### config.mk
export PLATFORM = sky130hd
export DESIGN_NAME = rrlt_divider
export DESIGN_NICKNAME = d
export VERILOG_FILES = /design/src/rtl/core/rrlt_pkg.sv /design/src/rtl/core/rrlt_divider.sv
export SDC_FILE = /design/constraint.sdc
export NUM_CORES = 1
export LEC_CHECK = 0
export CORE_MARGIN = 2
export CORE_UTILIZATION = 57
export DETAILED_ROUTE_END_ITERATION = 12
export DONT_BUFFER_PORTS = 1
export GPL_ROUTABILITY_DRIVEN = 0
export PLACE_DENSITY = 0.75
export SLEW_MARGIN = 10
export SYNTH_ARGS = -nofsm -noshare
export SYNTH_HDL_FRONTEND = slang
export SYNTH_SLANG_ARGS = --single-unit
### constraint.sdc
create_clock -name clk -period 2.4 [get_ports clk]
set_input_delay 0.12 -clock clk [delete_from_list [all_inputs] [get_ports clk]]
set_output_delay 0.12 -clock clk [all_outputs]
set_load 0.05 [all_outputs]
### src/rtl/core/rrlt_pkg.sv
// Package with the shared constants, types and helper function of the rate receiver.
`default_nettype none
package rrlt_pkg;

    localparam int HISTORY_DEPTH = 64;
    localparam int HIST_AW = $clog2(HISTORY_DEPTH);
    localparam int CNT_W = $clog2(HISTORY_DEPTH + 1);
    localparam int LOSS_RECORDS = 8;
    localparam int REC_CW = $clog2(LOSS_RECORDS + 1);
    localparam int MAX_GAP = 32;
    localparam int GAP_W = $clog2(MAX_GAP + 1);
    localparam int FRAC_W = 24;
    localparam int W_W = $clog2(LOSS_RECORDS + 3);
    localparam int NUM_W = $clog2(LOSS_RECORDS * (LOSS_RECORDS + 2) + 1);
    localparam int DEN_W = $clog2((LOSS_RECORDS + 1) * HISTORY_DEPTH * (LOSS_RECORDS + 2) + 1);
    localparam int DIVD_W = NUM_W + FRAC_W + 1;
    localparam int RATE_W = 7;
    localparam int LR_W = 25;
    localparam logic [LR_W-1:0] LOSS_ONE = LR_W'(1) << FRAC_W;
    localparam logic [7:0] THRESHOLD_RESET = 8'd5;

    typedef struct packed {
        logic [31:0] seq;
        logic [31:0] stamp;
    } hist_entry_t;

    typedef struct packed {
        logic              make;
        logic              kill;
        logic [CNT_W-1:0]  length;
        logic [31:0]       base;
        logic [MAX_GAP-1:0] map;
        logic [31:0]       seq;
    } loss_cmd_t;

    typedef struct packed {
        logic             empty;
        logic [NUM_W-1:0] num;
        logic [DEN_W-1:0] den;
    } loss_sum_t;

    typedef enum logic [3:0] {
        ST_IDLE,
        ST_SCAN,
        ST_DECIDE,
        ST_SHIFT,
        ST_SHIFT_TAIL,
        ST_WRITE_NEW,
        ST_RECOMP,
        ST_LOSS,
        ST_DIV,
        ST_DONE
    } rrlt_state_t;

    function automatic logic [W_W-1:0] weight(input int i);
        if (i < LOSS_RECORDS / 2) begin
            return W_W'(LOSS_RECORDS + 2);
        end
        return W_W'(2 * (LOSS_RECORDS - i));
    endfunction

endpackage
`default_nettype wire

### src/rtl/core/rrlt_divider.sv
// Restoring divider that produces one quotient bit per cycle.
`default_nettype none
module rrlt_divider
    import rrlt_pkg::*;
(
    input  wire logic              clk,
    input  wire logic              rst_n,
    input  wire logic              start,
    input  wire logic [DIVD_W-1:0] dividend,
    input  wire logic [DEN_W-1:0]  divisor,
    output logic                   done,
    output logic [DIVD_W-1:0]      quotient
);

    localparam int STEP_W = $clog2(DIVD_W);

    logic              busy_reg;
    logic              done_reg;
    logic [STEP_W-1:0] step_reg;
    logic [DEN_W-1:0]  rem_reg;
    logic [DEN_W-1:0]  dsr_reg;
    logic [DIVD_W-1:0] quo_reg;
    logic [DEN_W:0]    trial;
    logic              fits;

    assign trial = {rem_reg, quo_reg[DIVD_W-1]};
    assign fits  = (trial >= {1'b0, dsr_reg});

    always_ff @(posedge clk or negedge rst_n)
    begin
        if (!rst_n)
        begin
            busy_reg <= 1'b0;
            done_reg <= 1'b0;
            step_reg <= '0;
        end
        else
        begin
            done_reg <= 1'b0;
            if (start)
            begin
                busy_reg <= 1'b1;
                step_reg <= STEP_W'(DIVD_W - 1);
            end
            else if (busy_reg)
            begin
                if (step_reg == '0)
                begin
                    busy_reg <= 1'b0;
                    done_reg <= 1'b1;
                end
                else
                begin
                    step_reg <= step_reg - STEP_W'(1);
                end
            end
        end
    end

    always_ff @(posedge clk)
    begin
        if (start)
        begin
            rem_reg <= '0;
            dsr_reg <= divisor;
            quo_reg <= dividend;
        end
        else if (busy_reg)
        begin
            rem_reg <= fits ? DEN_W'(trial - {1'b0, dsr_reg}) : trial[DEN_W-1:0];
            quo_reg <= {quo_reg[DIVD_W-2:0], fits};
        end
    end

    assign done     = done_reg;
    assign quotient = quo_reg;

endmodule
`default_nettype wire

==> results by group <==
Worst setup path
  – Worst setup EP type: flop
  – Critical Path Fanout Max: 6
  – WS Path Type: flop to flop
  – Critical path startpoint: quotient[31]$_DFFE_PP_
  – CP Data Required Time: 2.61 ns
  – Worst setup SP type: flop
  – Cells on worst reg2reg path: 11
  – Crit path DAT: 2.65 ns
  – RR Startpoint: quotient[31]$_DFFE_PP_

GRT
  – Largest net degree at the start of global routing: 60
  – Initial antenna violation count: 0
  – Gr usage total: 0.236
  – Grt total ovfl: 0
  – Global-route wire length before repair: 11600 um
  – Vias in the first global route: 2408

Worst hold path
  – Worst min-delay path class: input port to flop
  – WHS Path Cells: 1
  – Hold_sp: dividend[14]

Routing
  – TritonRoute pass-1 iters: 4
  – DRC viols: 0
  – Detail Route Antenna Nets: 0
  – Via count: 2493
  – Avg WL per Cell: 18.8 um
  – Vias/cell: 5.88
  – Routed WL: 7980 um
  – DRC marker count from the first detailed-route iteration: 192

STA
  – Post-route minimum period: 2.44 ns
  – Skew final: 0.0118 ns
  – Final Hold Vio Count: 1
  – Hold slack: -0.000962 ns
  – Count of final max-slew check failures: 0
  – Final period util: 1.02
  – Final setup vio count: 2
  – Worst slew pin tran: 0.527 ns
  – Final worst slack: -0.0376 ns
  – FMAX: 410 MHz
  – RSZ-0062 raised after global routing: true
  – Relative slew slack: 0.649

Clock network
  – CTS H-tree lvls: 3
  – Clock sinks: 65
  – CTS tree: built
  – Root Driver: clkbuf_8
  – CTS Buffer Depth: 2
  – Clock Latency Late Sink: 0.34 ns
  – Num CTS Buffers: 9
  – Reg clk slew, reported paths: 0.08 ns

Finish
  – Fill count: 395
  – Antenna cells: 0
  – Design Area, Final: 4120 um2
  – Area delta synth->final: 21.1%
  – Layout cells sized above 1: 0.226
  – Flip-flop count of the largest register after layout: 32
  – Nets@finish: 408

Logic synthesis
  – Synth unique cells: 47
  – Top cells by area, synth: edfxtp_1 (40%), mux2_2 (10%), dfxtp_1 (7.6%)
  – Post-Synthesis Cells: 302
  – Ys async rst share: 0.108
  – Synth warn: 0
  – Top-area cell type share of the netlist area: 0.397
  – Ys flop type: edfxtp_1
  – Mapped Area: 3400 um2
  – Number of synthesized flops with an enable pin: 45
  – Syn Area/Cell: 11.3 um2
  – Synth cell count leaders: edfxtp_1 (45), nor2_1 (32), mux2_2 (31)
  – Synth Register Bits: 65
  – Area leader, netlist: edfxtp_1
  – Sequential fraction of the synthesis area: 0.525
  – Cell with the most instances after synthesis: edfxtp_1
  – Syn_nets: 366

Placed design
  – Placed instance area: 3510 um2
  – Port Buffers: 0
  – Placement Setup Slack: 0.0143 ns
  – HPWL Detailed: 4700 um

Pwr
  – P_sw: 1.72 mW
  – Clock network power share: 0.216
  – Leak pwr: 1.66 nW
  – Internal power: 2.72 mW
  – Seq pwr share: 0.403
  – Net Sw Frac: 0.388
  – IR drop worst, VDD: 0.000791 V
  – Combinational share of power: 0.381
  – Power per cell area: 1080 nW/um2

Floorplanning
  – Core Box Area: 5850 um2
  – Std-Cell Rows: 28
  – Chip Height: 81.3 um
  – Starting Density: 0.582
  – Die W: 81.3 um
  – Die area: 6600 um2
  – I/O pins: 81

Outcome
  – Failing checks: hold timing, setup timing
  – Outcome: finished with violations

Run
  – Max Cap Violations: 0
-- worst paths after layout --
check	end	slack, ns
setup / recovery	rem_reg[12]$_SDFFE_PP0P_	-0.04
hold / removal	quotient[14]$_DFFE_PP_	-0.001
setup reg to reg	rem_reg[12]$_SDFFE_PP0P_	-0.04
hold reg to reg	step_reg[0]$_DFFE_PN0P_	0.51
max in group asynchronous	busy_reg$_DFF_PN0_	2.03
min in group asynchronous	step_reg[3]$_DFFE_PN0P_	0.11
-- area by class of cell --
cell class	instances	area (um2)	area share
Inverter	23	86.3	0.0209
Clock buffer	10	138	0.0334
Multi-Input combinational cell	198	1500	0.364
Clock inverter	6	65.1	0.0158
Timing Repair Buffer	47	450	0.109
Tap cell	75	93.8	0.0228
Sequential cell	65	1790	0.434
-- kinds of logic after synthesis --
group / after synthesis / share of synthesized area
and+or+nand+nor: 80 / 0.110
DFF: 65 / 0.525
AOI/OAI and AO/OA: 57 / 0.115
buffers and inverters: 39 / 0.0478
muxes: 39 / 0.126
adders and majority gates: 16 / 0.0610
xor gates and xnor gates: 6 / 0.0154
-- worst max-delay path, stage by stage, from the launching register on --
cell	delay (ns)
edfxtp_1	0.39
inv_1	0.08
ha_2	0.17
inv_2	0.04
fa_2	0.37
a211oi_2	0.29
o21ai_2	0.10
a21oi_2	0.17
o21a_2	0.21
buf_6	0.15
mux2i_1	0.22
a211oi_1	0.10
-- what timing repair did --
action,in CTS,in global routing
resized for setup,0,16
gates cloned,0,1
endpoints found under the setup margin,1,14
setup buffers,0,4
endpoints found under the hold margin,56,31
hold buffers,25,7
pin swaps,0,12
-- placed cells by master (no fill, tap or decap), types with 12 or more instances in the layout --
cell type / count
a21oi_1: 12
nand2_1: 18
dlygate4sd3_1: 31
inv_1: 22
dfxtp_1: 13
mux2_2: 31
buf_4: 13
nor2_1: 32
edfxtp_1: 45
-- power by group through the flow --
stage / Clock (mW) / Sequential (mW) / Combinational (mW)
4_1_cts: 0.947 / 1.78 / 1.47
3_3_place_gp: 0 / 1.80 / 1.39
2_1_floorplan: 0 / 1.76 / 1.16
5_1_grt: 1.00 / 1.81 / 1.85
3_5_place_dp: 0 / 1.80 / 1.42
6_report: 0.959 / 1.79 / 1.69
-- metrics by stage --
step | utilization | hold WS [ns] | cells | power [mW] | TNS (ns)
3_5_place_dp | 0.600 | -0.175 | 372 | 3.22 | 0
5_1_grt | 0.704 | -0.00806 | 424 | 4.66 | -1.44
4_1_cts | 0.677 | -0.156 | 413 | 4.20 | -0.00628
6_report | 0.704 | -0.000962 | 424 | 4.44 | -0.0706
2_1_floorplan | - | -0.176 | 302 | 2.93 | -1.88
3_3_place_gp | 0.600 | -0.175 | 372 | 3.19 | 0
-- routing by layer --
metal | vias to the layer above | GRT usage | part of all wire
met3 | 14 | 0.0700 | 0.075
met1 | 1191 | 0.299 | 0.41
met5 | - | 0 | 0
li1 | 1191 | - | -
met4 | 0 | 0.0814 | 0.017
met2 | 97 | 0.387 | 0.50
(Power assumes the default switching activity.)
