==> config.mk <==
export PLATFORM = sky130hd
export DESIGN_NAME = rrlt_loss_recs
export DESIGN_NICKNAME = d
export VERILOG_FILES = /design/src/rtl/core/rrlt_pkg.sv /design/src/rtl/core/rrlt_loss_recs.sv
export SDC_FILE = /design/constraint.sdc
export NUM_CORES = 2
export LEC_CHECK = 0
export BUFFER_PORTS_ARGS = -buffer_cell sky130_fd_sc_hd__clkbuf_2
export CAP_MARGIN = 20
export CORE_ASPECT_RATIO = 0.7
export CORE_MARGIN = 2
export CORE_UTILIZATION = 41
export CTS_BUF_LIST = sky130_fd_sc_hd__clkbuf_8
export DETAILED_ROUTE_END_ITERATION = 16
export PLACE_DENSITY = 0.65
export SLEW_MARGIN = 0
export SYNTH_ARGS = -nofsm -noshare
export SYNTH_HDL_FRONTEND = slang
export SYNTH_SLANG_ARGS = --single-unit
==> constraint.sdc <==
create_clock -name clk -period 16.5 [get_ports clk]
set_input_delay 1.65 -clock clk [delete_from_list [all_inputs] [get_ports clk]]
set_output_delay 1.65 -clock clk [all_outputs]
set_load 0.01 [all_outputs]
==> src/rtl/core/rrlt_pkg.sv <==
// Package with the shared constants, types and helper function of the rate receiver.
`default_nettype none
package rrlt_pkg;

    localparam int HISTORY_DEPTH = 64;
    localparam int HIST_AW = $clog2(HISTORY_DEPTH);
    localparam int CNT_W = $clog2(HISTORY_DEPTH + 1);
    localparam int LOSS_RECORDS = 8;
    localparam int REC_CW = $clog2(LOSS_RECORDS + 1);
    localparam int MAX_GAP = 32;
    localparam int GAP_W = $clog2(MAX_GAP + 1);
    localparam int FRAC_W = 24;
    localparam int W_W = $clog2(LOSS_RECORDS + 3);
    localparam int NUM_W = $clog2(LOSS_RECORDS * (LOSS_RECORDS + 2) + 1);
    localparam int DEN_W = $clog2((LOSS_RECORDS + 1) * HISTORY_DEPTH * (LOSS_RECORDS + 2) + 1);
    localparam int DIVD_W = NUM_W + FRAC_W + 1;
    localparam int RATE_W = 7;
    localparam int LR_W = 25;
    localparam logic [LR_W-1:0] LOSS_ONE = LR_W'(1) << FRAC_W;
    localparam logic [7:0] THRESHOLD_RESET = 8'd5;

    typedef struct packed {
        logic [31:0] seq;
        logic [31:0] stamp;
    } hist_entry_t;

    typedef struct packed {
        logic              make;
        logic              kill;
        logic [CNT_W-1:0]  length;
        logic [31:0]       base;
        logic [MAX_GAP-1:0] map;
        logic [31:0]       seq;
    } loss_cmd_t;

    typedef struct packed {
        logic             empty;
        logic [NUM_W-1:0] num;
        logic [DEN_W-1:0] den;
    } loss_sum_t;

    typedef enum logic [3:0] {
        ST_IDLE,
        ST_SCAN,
        ST_DECIDE,
        ST_SHIFT,
        ST_SHIFT_TAIL,
        ST_WRITE_NEW,
        ST_RECOMP,
        ST_LOSS,
        ST_DIV,
        ST_DONE
    } rrlt_state_t;

    function automatic logic [W_W-1:0] weight(input int i);
        if (i < LOSS_RECORDS / 2) begin
            return W_W'(LOSS_RECORDS + 2);
        end
        return W_W'(2 * (LOSS_RECORDS - i));
    endfunction

endpackage
`default_nettype wire

==> src/rtl/core/rrlt_loss_recs.sv <==
// Loss records with their create and hole-fill updates and the weighted sums.
`default_nettype none
module rrlt_loss_recs
    import rrlt_pkg::*;
(
    input  wire logic             clk,
    input  wire logic             rst_n,
    input  wire loss_cmd_t        cmd,
    input  wire logic [CNT_W-1:0] hist_count,
    output loss_sum_t             sum
);

    logic [CNT_W-1:0]   len_reg  [LOSS_RECORDS];
    logic [31:0]        base_reg [LOSS_RECORDS];
    logic [MAX_GAP-1:0] map_reg  [LOSS_RECORDS];
    logic [REC_CW-1:0]  rc_reg;

    logic               drop_any;
    logic [REC_CW-1:0]  drop_idx;
    logic [MAX_GAP-1:0] new_map  [LOSS_RECORDS];

    // The hole is cleared in every record that holds it, up to the first record it empties.
    always_comb
    begin
        logic [31:0] off;
        drop_any = 1'b0;
        drop_idx = '0;
        for (int i = 0; i < LOSS_RECORDS; i++)
        begin
            off = cmd.seq - base_reg[i];
            new_map[i] = map_reg[i];
            if (!drop_any && (REC_CW'(i) < rc_reg) && (off < 32'(MAX_GAP)) &&
                map_reg[i][off[GAP_W-2:0]])
            begin
                new_map[i] = map_reg[i] & ~(MAX_GAP'(1) << off[GAP_W-2:0]);
                if (new_map[i] == '0)
                begin
                    drop_any = 1'b1;
                    drop_idx = REC_CW'(i);
                end
            end
        end
    end

    always_ff @(posedge clk or negedge rst_n)
    begin
        if (!rst_n)
        begin
            rc_reg <= '0;
        end
        else if (cmd.make)
        begin
            if (rc_reg < REC_CW'(LOSS_RECORDS))
            begin
                rc_reg <= rc_reg + REC_CW'(1);
            end
        end
        else if (cmd.kill && drop_any)
        begin
            rc_reg <= rc_reg - REC_CW'(1);
        end
    end

    always_ff @(posedge clk)
    begin
        if (cmd.make)
        begin
            for (int j = LOSS_RECORDS - 1; j > 0; j--)
            begin
                len_reg[j]  <= len_reg[j-1];
                base_reg[j] <= base_reg[j-1];
                map_reg[j]  <= map_reg[j-1];
            end
            len_reg[0]  <= cmd.length;
            base_reg[0] <= cmd.base;
            map_reg[0]  <= cmd.map;
        end
        else if (cmd.kill)
        begin
            for (int j = 0; j < LOSS_RECORDS; j++)
            begin
                if (!drop_any || (REC_CW'(j) < drop_idx))
                begin
                    map_reg[j] <= new_map[j];
                end
            end
            for (int j = 0; j < LOSS_RECORDS - 1; j++)
            begin
                if (drop_any && (REC_CW'(j) >= drop_idx))
                begin
                    len_reg[j]  <= len_reg[j+1];
                    base_reg[j] <= base_reg[j+1];
                    map_reg[j]  <= map_reg[j+1];
                end
            end
        end
    end

    always_comb
    begin
        logic [NUM_W-1:0] num;
        logic [DEN_W-1:0] den;
        num = NUM_W'(weight(0));
        den = DEN_W'(hist_count) * DEN_W'(weight(0));
        for (int i = 0; i < LOSS_RECORDS - 1; i++)
        begin
            if (REC_CW'(i) < rc_reg)
            begin
                den = den + DEN_W'(len_reg[i]) * DEN_W'(weight(i));
                num = num + NUM_W'(weight(i + 1));
            end
        end
        sum.empty = (rc_reg == '0);
        sum.num   = num;
        sum.den   = den;
    end

endmodule
`default_nettype wire

==> flow_metrics.py <==
metrics = {
    "run_status": {
        "status": "complete, no violations",
    },
    "global_routing": {
        "grt_max_degree": 109,
        "grt_pass1_vias": 48015,
        "grt_pass1_wl_um": 306000,
        "grt_use_total_pct": 29.5,
        "grt_overflow": 0,
        "antenna_found_initial": 3,
    },
    "clock_tree": {
        "clk_pin_slew_ps": 70,
        "clk_path_buf_depth": 3,
        "post_cts_buffers": 0,
        "tritoncts": "done",
        "clock_sinks": 572,
        "cts_resized": 0,
        "htree_levels": 3,
        "ctsHoldBuffers": 0,
        "clk_root_buffer_cell": "clkbuf_8",
        "cts_buffers": 96,
        "clk_latency_ps": 820,
    },
    "logic_synthesis": {
        "synth_area_per_cell_um2": 8.59,
        "synthArstFlopShare_pct": 0.699,
        "netlist_area_um2": 54600,
        "ys_dominant_reg_cell": "edfxtp_1",
        "ys_ff_latch": 572,
        "postSynthCellCount": 6354,
        "yosysSeqAreaShare_pct": 31.4,
        "synth_top_area_share_pct": 31.2,
        "synth_warnings": 0,
        "synth_cell_types": 112,
        "synth-edff-count": 568,
        "yosysTopAreaCell": "edfxtp_1",
        "synth_area_leaders": "edfxtp_1 31%, ha_1 8.9%, o21ai_0 5.6%",
    },
    "timing": {
        "max_slew_margin_pct": 16.8,
        "setup_viol": 0,
        "fin_skew_ps": 58.2,
        "max_freq_ghz": 0.0721,
        "tns_ps": 0,
        "final_hold_viol_count": 0,
        "finalCriticalPeriod_ps": 13860,
        "rsz0062_at_grt": "false",
        "slew_violations": 0,
        "period_share_pct": 84.0,
        "tightest_slew_ps": 1220,
    },
    "cells_and_area": {
        "fillers": 12912,
        "drive_above_1_share_pct": 10.2,
        "area.growth.synth_to_final_pct": 7.26,
        "fin_nets": 6859,
    },
    "critical_path": {
        "startpoint_type": "primary input",
        "worst_path_dominant_cell_family": "adder cells",
        "cp_slowest_stage_delay_ps": 500,
        "cp_common_cell": "ha_1",
        "cp_slowest_cell": "fa_1",
        "worst-path-buf-inv": 9,
        "cp.required_ps": 14850,
        "arrival_ps": 12210,
        "critPathKind": "primary input to primary output",
        "crit_fanout": 3,
        "endpoint_kind": "primary output",
    },
    "routing": {
        "topRoutingLayerUsed": "met4",
        "wirelength_um": 208000,
        "vias": 52688,
        "drc": 0,
        "dr_wl_met2_um": 78900,
        "drt_first_pass_iters": 6,
        "ant_nets": 0,
        "wl_met1_um": 94900,
        "viasPerCell": 6.47,
        "drtIter0Drc": 7749,
        "avgRoutedWirePerCell_um": 25.5,
        "dr_wl_met3_um": 29000,
    },
    "job": {
        "cap_violations": 0,
    },
    "place": {
        "io_buffer_count": 132,
        "place_congestion": 0.976,
        "hpwl_um": 164000,
    },
    "die": {
        "fp.dieH_um": 309,
        "die_width_um": 440,
        "dieArea_um2": 136000,
        "row_count": 111,
        "io_pins": 135,
        "initial_core_util_pct": 41.5,
        "core_um2": 132000,
    },
    "hold_path": {
        "min_path_type": "flop to flop",
    },
}
[cell usage in the layout (no fill, tap or decap), types with 45 or more instances in the layout]
cell type and instances:
a211oi_1 64, a21o_1 108, a21oi_1 382, a22o_1 95, a31oi_1 131, buf_4 64, clkbuf_2 131, clkbuf_8 100
edfxtp_1 568, ha_1 389, inv_1 496, mux2_2 121, mux2i_1 113, mux4_2 61, nand2_1 741, nand2b_1 64
nand3_1 115, nand4_1 117, nor2_1 423, nor2b_1 60, nor3_1 110, nor4_1 63, o211ai_1 62, o21a_1 108
o21ai_0 597, o21bai_1 45, o31ai_1 76, or2_2 71, or3_1 50, xnor2_1 129, xor2_1 77
[final timing paths]
check / start / end / slack (ps) / cells past startpoint
max: hist_count[1] / sum[12] / 2640 / 46
min: len_reg[1][16] / len_reg[1][23] / 530 / 0
max reg2reg: base_reg[0][32] / base_reg[1][22] / 9250 / 18
min reg2reg: len_reg[1][16] / len_reg[1][23] / 530 / 0
max in group asynchronous: rst_n / rc_reg[3] / 15690 / 1
min in group asynchronous: rst_n / rc_reg[2] / 650 / 1
[routing by layer]
layer  global-route usage (%)  up-vias
met3                     7.39      326
li1                         -    23734
met4                     6.71        0
met1                     46.8    25125
met5                        0        -
met2                     39.0     3503
[stage by stage]
| stage | utilization, % | hold slack [ps] | cell area (um2) | cells | setup WS, ps |
|---|---|---|---|---|---|
| 6_report | 44.5 | 532 | 58600 | 8146 | 2640 |
| 5_1_grt | 44.5 | 542 | 58500 | 8145 | 2110 |
| 4_1_cts | 44.5 | 535 | 58500 | 8143 | 2780 |
| 3_5_place_dp | 43.1 | 516 | 56700 | 7970 | 2810 |
| 3_3_place_gp | 43.1 | 511 | 56700 | 7970 | 3100 |
| 2_1_floorplan | - | 451 | 54600 | 6355 | 4230 |
[final cells by class]
class | count | area (um2) | share of cell area, %
Multi-Input combinational cell | 4975 | 34400 | 58.8
Sequential cell | 572 | 17200 | 29.3
Inverter | 476 | 1790 | 3.05
Clock inverter | 73 | 469 | 0.801
Tap cell | 1751 | 2190 | 3.74
Clock buffer | 100 | 1380 | 2.35
Antenna cell | 2 | 5.00 | 0.00855
Timing Repair Buffer | 197 | 1150 | 1.97
[synth_stat cells, drive strengths merged, types with 20 or more instances]
cell,number
o2111ai,33
nand3b,21
o32ai,31
xnor2,130
nor2,426
a2111oi,34
edfxtp,568
o31ai,77
and3,32
a211oi,65
nand4,118
clkbuf,254
fa,38
nor2b,60
nand2b,64
o21bai,45
nor3b,25
or2,72
a22o,95
mux4,61
nand2,745
ha,389
a21boi,20
o211ai,62
o41ai,21
inv,474
o21a,109
a21oi,385
o21ai,612
nor3,111
nand3,115
xor2,78
nor4,67
and2,34
a211o,21
a31oi,132
a21o,108
or3,50
mux2i,113
buf,78
mux2,121
[logic make-up (layout without fill, tap and decap cells)]
group                    after synthesis  count (layout)  share of synthesized area, %
AO/OA/AOI/OAI                       2026            2026                          24.2
XOR/XNOR                             209             209                          3.41
adder cells (fa/ha/maj)              427             427                          10.3
buffers and inverters                808             846                          5.81
flip-flops                           572             572                          31.4
multiplexers                         295             295                          7.08
other                                  1               4                       0.00687
AND/OR/NAND/NOR                     2016            2016                          17.8
Power is left out: the tool's default activity adds up to more than one toggle a clock period on the data nets, which glitch-free logic cannot reach.
